## src/hdl/hded_pkg.sv

```systemverilog
// Shared types and constants for the HyStart delay-increase exit detector.
package hded_pkg;

  // Field widths of the event and result items.
  localparam int unsigned PN_W     = 62;
  localparam int unsigned TIME_W   = 32;
  localparam int unsigned CNT_W    = 8;
  localparam int unsigned SHIFT_W  = 5;
  localparam int unsigned OP_W     = 2;

  // Configuration port geometry.
  localparam int unsigned CFG_ADDR_W = 5;
  localparam int unsigned CFG_DATA_W = 32;
  localparam int unsigned CFG_IDX_W  = 3;

  // Register indexes, taken from byte address bits [4:2].
  localparam logic [CFG_IDX_W-1:0] REG_MIN_SAMPLES = 3'd0;
  localparam logic [CFG_IDX_W-1:0] REG_DELAY_MIN   = 3'd1;
  localparam logic [CFG_IDX_W-1:0] REG_DELAY_MAX   = 3'd2;
  localparam logic [CFG_IDX_W-1:0] REG_DELAY_SHIFT = 3'd3;
  localparam logic [CFG_IDX_W-1:0] REG_LOW_WINDOW  = 3'd4;

  // Register values after reset.
  localparam logic [CNT_W-1:0]   MIN_SAMPLES_RST = 8'd8;
  localparam logic [TIME_W-1:0]  DELAY_MIN_RST   = 32'd4000;
  localparam logic [TIME_W-1:0]  DELAY_MAX_RST   = 32'd16000;
  localparam logic [SHIFT_W-1:0] DELAY_SHIFT_RST = 5'd3;
  localparam logic [TIME_W-1:0]  LOW_WINDOW_RST  = 32'd23360;

  // Saturation value of the per-round sample counter.
  localparam logic [CNT_W-1:0] CNT_MAX = {CNT_W{1'b1}};

  // Event kinds.
  typedef enum logic [OP_W-1:0] {
    OP_SENT    = 2'd0,
    OP_ACKED   = 2'd1,
    OP_RTT     = 2'd2,
    OP_RESTART = 2'd3
  } opcode_e;

endpackage

```

## src/hdl/hystart_delay_exit_detector_unit.sv

```systemverilog
// Top level of the HyStart delay-increase exit detector with its APB register file.
// A result is offered from the result register, which takes each event from the input register.
// Throughput: one event per cycle while results are taken; an input register and a result register part the channels.
// The threshold add and window compare happen in the input stage, the round update in the next.
// Reset (rst_ni low, asynchronous) empties both stages, clears the round state and loads
// the register defaults.
module hystart_delay_exit_detector_unit (
  input  logic                               clk_i,
  input  logic                               rst_ni,
  // Event channel
  input  logic                               in_valid_i,
  output logic                               in_ready_o,
  input  logic [hded_pkg::OP_W-1:0]          opcode_i,
  input  logic [hded_pkg::PN_W-1:0]          packet_number_i,
  input  logic [hded_pkg::TIME_W-1:0]        latest_rtt_us_i,
  input  logic [hded_pkg::TIME_W-1:0]        flow_min_rtt_us_i,
  input  logic [hded_pkg::TIME_W-1:0]        cwnd_bytes_i,
  // Result channel
  output logic                               out_valid_o,
  input  logic                               out_ready_i,
  output logic                               exit_slow_start_o,
  output logic                               round_open_o,
  // APB configuration port
  input  logic                               psel,
  input  logic                               penable,
  input  logic                               pwrite,
  input  logic [hded_pkg::CFG_ADDR_W-1:0]    paddr,
  input  logic [hded_pkg::CFG_DATA_W-1:0]    pwdata,
  output logic [hded_pkg::CFG_DATA_W-1:0]    prdata,
  output logic                               pready
);
  import hded_pkg::*;

  // Configuration registers.
  logic [CNT_W-1:0]   min_samples_q;
  logic [TIME_W-1:0]  delay_min_q;
  logic [TIME_W-1:0]  delay_max_q;
  logic [SHIFT_W-1:0] delay_shift_q;
  logic [TIME_W-1:0]  low_window_q;

  logic                 cfg_write;
  logic [CFG_IDX_W-1:0] cfg_idx;

  assign pready    = 1'b1;
  assign cfg_write = psel & penable & pwrite;
  assign cfg_idx   = paddr[CFG_ADDR_W-1:2];

  // Register writes complete in the APB access phase.
  always_ff @(posedge clk_i or negedge rst_ni) begin
    if (!rst_ni) begin
      min_samples_q <= MIN_SAMPLES_RST;
      delay_min_q   <= DELAY_MIN_RST;
      delay_max_q   <= DELAY_MAX_RST;
      delay_shift_q <= DELAY_SHIFT_RST;
      low_window_q  <= LOW_WINDOW_RST;
    end else if (cfg_write) begin
      case (cfg_idx)
        REG_MIN_SAMPLES: min_samples_q <= pwdata[CNT_W-1:0];
        REG_DELAY_MIN:   delay_min_q   <= pwdata[TIME_W-1:0];
        REG_DELAY_MAX:   delay_max_q   <= pwdata[TIME_W-1:0];
        REG_DELAY_SHIFT: delay_shift_q <= pwdata[SHIFT_W-1:0];
        REG_LOW_WINDOW:  low_window_q  <= pwdata[TIME_W-1:0];
        default: ;
      endcase
    end
  end

  // Register read-back; unused addresses read as zero.
  always_comb begin
    case (cfg_idx)
      REG_MIN_SAMPLES: prdata = {{(CFG_DATA_W-CNT_W){1'b0}}, min_samples_q};
      REG_DELAY_MIN:   prdata = delay_min_q;
      REG_DELAY_MAX:   prdata = delay_max_q;
      REG_DELAY_SHIFT: prdata = {{(CFG_DATA_W-SHIFT_W){1'b0}}, delay_shift_q};
      REG_LOW_WINDOW:  prdata = low_window_q;
      default:         prdata = '0;
    endcase
  end

  // Pipeline handshake: the input stage moves on whenever the result register is free or being emptied.
  logic in_valid_q;
  logic out_valid_q;
  logic advance;
  logic in_xfer;

  assign advance    = in_valid_q & (~out_valid_q | out_ready_i);
  assign in_ready_o = ~in_valid_q | advance;
  assign in_xfer    = in_valid_i & in_ready_o;

  // Threshold for the flow minimum: shifted, clamped above, then clamped below.
  logic [TIME_W-1:0] thr_shifted;
  logic [TIME_W-1:0] thr_upper;
  logic [TIME_W-1:0] thr_final;
  logic [TIME_W:0]   thr_sum_d;

  always_comb begin
    thr_shifted = flow_min_rtt_us_i >> delay_shift_q;
    thr_upper   = (thr_shifted > delay_max_q) ? delay_max_q : thr_shifted;
    thr_final   = (thr_upper < delay_min_q) ? delay_min_q : thr_upper;
    thr_sum_d   = {1'b0, flow_min_rtt_us_i} + {1'b0, thr_final};
  end

  // Input stage payload.
  opcode_e           op_q;
  logic [PN_W-1:0]   pn_q;
  logic [TIME_W-1:0] rtt_q;
  logic [TIME_W:0]   thr_sum_q;
  logic              cwnd_ok_q;

  always_ff @(posedge clk_i or negedge rst_ni) begin
    if (!rst_ni) begin
      in_valid_q <= 1'b0;
    end else if (in_ready_o) begin
      in_valid_q <= in_valid_i;
    end
  end

  always_ff @(posedge clk_i) begin
    if (in_xfer) begin
      op_q      <= opcode_e'(opcode_i);
      pn_q      <= packet_number_i;
      rtt_q     <= latest_rtt_us_i;
      thr_sum_q <= thr_sum_d;
      cwnd_ok_q <= (cwnd_bytes_i >= low_window_q);
    end
  end

  // Round state.
  logic [PN_W-1:0]   round_end_q, round_end_d;
  logic [PN_W-1:0]   last_sent_q, last_sent_d;
  logic [TIME_W-1:0] round_min_q, round_min_d;
  logic [CNT_W-1:0]  sample_cnt_q, sample_cnt_d;
  logic              round_started_q, round_started_d;
  logic              rise_found_q, rise_found_d;
  logic              exit_d;

  // Next round state and decision for the event in the input stage.
  always_comb begin
    round_end_d     = round_end_q;
    last_sent_d     = last_sent_q;
    round_min_d     = round_min_q;
    sample_cnt_d    = sample_cnt_q;
    round_started_d = round_started_q;
    rise_found_d    = rise_found_q;
    exit_d          = 1'b0;
    case (op_q)
      OP_SENT: begin
        last_sent_d = pn_q;
      end
      OP_ACKED: begin
        if (round_end_q < pn_q) round_started_d = 1'b0;
      end
      OP_RTT: begin
        // A sample with no open round starts a new one at the last sent packet.
        if (!round_started_q) begin
          round_end_d     = last_sent_q;
          round_min_d     = '0;
          sample_cnt_d    = '0;
          round_started_d = 1'b1;
        end
        if (rise_found_q) begin
          exit_d = 1'b1;
        end else begin
          if (sample_cnt_d != CNT_MAX) sample_cnt_d = sample_cnt_d + 1'b1;
          if ((sample_cnt_d <= min_samples_q) &&
              ((round_min_d == '0) || (round_min_d > rtt_q))) begin
            round_min_d = rtt_q;
          end
          if ((sample_cnt_d == min_samples_q) && ({1'b0, round_min_d} > thr_sum_q)) begin
            rise_found_d = 1'b1;
          end
          exit_d = rise_found_d & cwnd_ok_q;
        end
      end
      OP_RESTART: begin
        round_started_d = 1'b0;
        rise_found_d    = 1'b0;
      end
      default: ;
    endcase
  end

  always_ff @(posedge clk_i or negedge rst_ni) begin
    if (!rst_ni) begin
      round_end_q     <= '0;
      last_sent_q     <= '0;
      round_min_q     <= '0;
      sample_cnt_q    <= '0;
      round_started_q <= 1'b0;
      rise_found_q    <= 1'b0;
    end else if (advance) begin
      round_end_q     <= round_end_d;
      last_sent_q     <= last_sent_d;
      round_min_q     <= round_min_d;
      sample_cnt_q    <= sample_cnt_d;
      round_started_q <= round_started_d;
      rise_found_q    <= rise_found_d;
    end
  end

  // Result register.
  logic exit_q;
  logic round_open_q;

  always_ff @(posedge clk_i or negedge rst_ni) begin
    if (!rst_ni) begin
      out_valid_q <= 1'b0;
    end else if (advance) begin
      out_valid_q <= 1'b1;
    end else if (out_ready_i) begin
      out_valid_q <= 1'b0;
    end
  end

  always_ff @(posedge clk_i) begin
    if (advance) begin
      exit_q       <= exit_d;
      round_open_q <= round_started_d;
    end
  end

  assign out_valid_o       = out_valid_q;
  assign exit_slow_start_o = exit_q;
  assign round_open_o      = round_open_q;

endmodule

```

## config.mk

```make
export PLATFORM = sky130hd
export DESIGN_NAME = hystart_delay_exit_detector_unit
export DESIGN_NICKNAME = d
export VERILOG_FILES = /design/src/hdl/hded_pkg.sv /design/src/hdl/hystart_delay_exit_detector_unit.sv
export SDC_FILE = /design/constraint.sdc
export NUM_CORES = 1
export LEC_CHECK = 0
export BUFFER_PORTS_ARGS = -buffer_cell sky130_fd_sc_hd__buf_2
export CORE_ASPECT_RATIO = 1.4
export CORE_MARGIN = 1
export CORE_UTILIZATION = 65
export CTS_CLUSTER_DIAMETER = 80
export DETAILED_ROUTE_END_ITERATION = 6
export GPL_ROUTABILITY_DRIVEN = 1
export PLACE_DENSITY = 0.86
export SLEW_MARGIN = 20
export SYNTH_ARGS = -nofsm -noshare
export SYNTH_HDL_FRONTEND = slang
export SYNTH_SLANG_ARGS = --single-unit
```

## constraint.sdc

```tcl
create_clock -name clk_i -period 27.4 [get_ports clk_i]
set_input_delay 4.11 -clock clk_i [delete_from_list [all_inputs] [get_ports clk_i]]
set_output_delay 4.11 -clock clk_i [all_outputs]
set_load 0.01 [all_outputs]
```

==> metrics.md <==
| Metric | Value |
|---|---|
| CP required | 27710 ps |
| Clock transition at path regs | 60 ps |
| CTS tree | done |
| Clock Path Buffers | 3 |
| Synth Area in Simple Gates | 13.35% |
| Final-report max-slew violation count | 0 |
| Final WS setup | between 10000 and 15000 ps |
| GR Overflow Total | 0 |
| Setup_tns | 0 ps |
| Ys async rst share | 67.73% |
| CP dominant cell by count | o21ai_0 |
| Maximum vdd drop | 0.06034 mV |
| Share of cells above drive strength 1 | between 15 and 20% |
| Achievable Freq | 69.83 MHz |
| Xor and xnor area share after synthesis | ~1.0% |
| Critical Path AT | between 10000 and 15000 ps |
| DR WL/cell | about 20 um |
| CP delay by family, top | compound AO/OA/AOI/OAI gates |
| Crit-path max FO | 47 |
| Mapped Cells | 2633 |
| Vias in the first global route | 20930 |
| PD cells | ~93 nW/um2 |
| Post-DRT Antenna Nets | 0 |
| Cell area after layout | 28330 um2 |
| Hold Buf Count CTS | 0 |
| Die width | 168.9 um |
| Most frequent cells after synthesis | nand2_1, o21ai_0, ha_1, dfrtp_1, inv_1 |
| Area leader, netlist | dfrtp_1 |
| Max-capacitance violation count | 0 |
| Worst setup SP type | input port |
| Final worst path period share | 52.27% |
| Filler instances | roughly 2600 |
| Largest net degree at the start of global routing | 124 |
| Via/cell ratio | approximately 6.0 |
| Post-CTS sizing | 0 |
| Total track usage | 34.04% |
| Distinct cell type count of the synthesized netlist | 66 |
| Mux cell area share after synthesis | 10.14% |
| Routed vias | 20440 |
| Ranking of synthesized cells by area | dfrtp_1, edfxtp_1, ha_1, nand2_1, o21ai_0 |
| Buffers on Ports | 237 |
| Most frequent cell after synthesis | nand2_1 |
| Compound-Gate Fraction of Synth Area | a little over an eighth |
| Slowest CP cell | a2111oi_1 |
| H-tree Lvls | 2 |
| DRC violations left | 0 |
| Initial antenna violation count | 10 |
| Syn avg cell area | 9.622 um2 |
| Total iterations of the first detailed-routing run | 6 |
| Hold WS | 458.9 ps |
| Starting DRT DRC Count | 1547 |
| Seq/Total Area, Yosys | 43.11% |
| DP Wirelength | 49.87 mm |
| CTS Sinks | 409 |
| Status | finished, final reports clean |
| Initial Util | 65.99% |
| Die area | 39780 um2 |
| Synth top area share | 25.29% |
| Final setup violation count | 0 |
| Clock latency on the worst-skew pair | 570 ps |
| Setup Skew | approximately 24 ps |
| Ports | 241 |
| Area Overhead vs Synth | 11.83% |
| DRT Wirelength | 67.35 mm |
| First-pass GRT wire length | between 100 and 150 mm |
| Placed cell area | between 20000 and 30000 um2 |
| Delay of the slowest critical-path stage | 920 ps |
| Buffers and inverters on the worst path | 3 |
| EDFF count, synth | between 100 and 150 |
| Num rows | 85 |
| Slew @ Worst Pin | around 1100 ps |
| Ys Warns | 0 |
| Number of synthesized register bits | 409 |
| Combinational family with the most area after synthesis | compound AO/OA/AOI/OAI gates |
| Final nets | 3291 |
| Slew margin rel. | approximately 29% |
| Lkg Pwr | ~14 nW |
| Final Hold Fails | 0 |
| Gpl congestion | 0.9940 |
| Clk root buf | clkbuf_16 |
| Setup crit end kind | register |
| Setup CP Type | input port to register |
| Multi-input logic area | 13060 um2 |
| Mapped Area | about 25000 um2 |
| Num CTS Buffers | 40 |
| Min cycle time layout | 14320 ps |
| Die H | 235.6 um |
| RSZ-0062 raised after global routing | false |
| Post-synth top flop | dfrtp_1 |
| Post-CTS Setup Bufs | 0 |
| Worst slack, placed | approximately 13000 ps |
| CORE AREA | around 38000 um2 |
| Register area | 10920 um2 |
| Hold Path Class | register to register |
| Area share of fa/ha/maj cells after synthesis | 13.12% |
| Mapped Nets | just over 3000 |
final timing paths:
check | from | end | slack, ps | cells after the start
min in group asynchronous | rst_ni | last_sent_q[15] | 3470 | 1
min | last_sent_q[50] | round_end_q[50] | 460 | 2
max in group asynchronous | rst_ni | delay_min_q[3] | 21680 | 3
max | flow_min_rtt_us_i[28] | thr_sum_q[29] | 13080 | 36
max reg2reg | delay_shift_q[1] | thr_sum_q[29] | 15650 | 36
min reg2reg | last_sent_q[50] | round_end_q[50] | 460 | 2
sequential cells by signal (all words and copies together), names as in the netlist:
register	flops
round_open_o	1
cwnd_ok_q	1
low_window_q	32
delay_min_q	32
exit_slow_start_o	1
op_q	2
thr_sum_q	33
sample_cnt_q	8
rtt_q	32
round_end_q	62
round_min_q	32
last_sent_q	62
rise_found_q	1
delay_shift_q	5
round_started_q	1
in_valid_q	1
delay_max_q	32
pn_q	62
out_valid_o	1
min_samples_q	8
stage by stage:
step	total power, mW	utilization [%]	std cells
after detailed placement	2.042	70.12	3302
final	2.648	73.79	3380
after floorplan	1.718	-	2633
after global routing	2.812	73.77	3377
after CTS	2.641	73.76	3376
after global placement	1.986	70.12	3302
worst min-delay path, delay by kind of cell, from the launching register on:
family	cells	cell delay, ps
DFF	1	340
and+or+nand+nor	2	100
power breakdown:
group          leakage (nW)  total [mW]  internal, mW  switching, mW
clock network         0.680       0.585         0.337          0.248
logic                  8.58        1.14         0.496          0.647
registers              4.70       0.920         0.815          0.105
total                  14.0        2.65          1.65           1.00
cell usage in the layout (no fill, tap or decap), drive strengths merged, types with 13 or more instances in the layout:
cell type	n
dfrtp	256
clkbuf	47
o22ai	13
inv	248
nand2b	21
dfstp	21
nor3	13
nor2	81
o21ai	277
xnor2	23
a21o	71
o21a	17
nor2b	23
nand2	484
a21oi	116
a22oi	24
nand3	14
nand4	46
nor4	17
clkinv	20
mux2	142
a211oi	13
mux2i	60
edfxtp	132
and2	35
buf	258
ha	264
routing by layer:
metal | part of all wire, % | vias up | track usage, % | wire length (um)
met5 | 0.11 | - | 0 | 75
met4 | 6.8 | 12 | 21.46 | 4606
met3 | 5.1 | 227 | 5.145 | 3468
met2 | 51 | 720 | 61.04 | 34210
met1 | 37 | 9918 | 37.35 | 24990
li1 | - | 9563 | - | -
area by class of cell:
class / instances / area share [%]
diodes: 4 / 0.03533
clock buffers: 47 / 3.732
clock inverters: 27 / 1.197
inverters: 248 / 3.286
multi-input cells: 1865 / 46.10
flip-flops and latches: 409 / 38.55
well taps: 522 / 2.305
repair buffers: 258 / 4.792
cell families (layout without fill, tap and decap cells):
kind of cell / after synthesis / after routing
simple gates: 766 / 766
compound gates: 590 / 590
flops: 409 / 409
buf+inv: 359 / 580
fa+ha+maj: 265 / 265
mux: 213 / 213
xor+xnor: 30 / 30
other cells: 1 / 5
No activity file was read; power rests on OpenSTA's default activity.
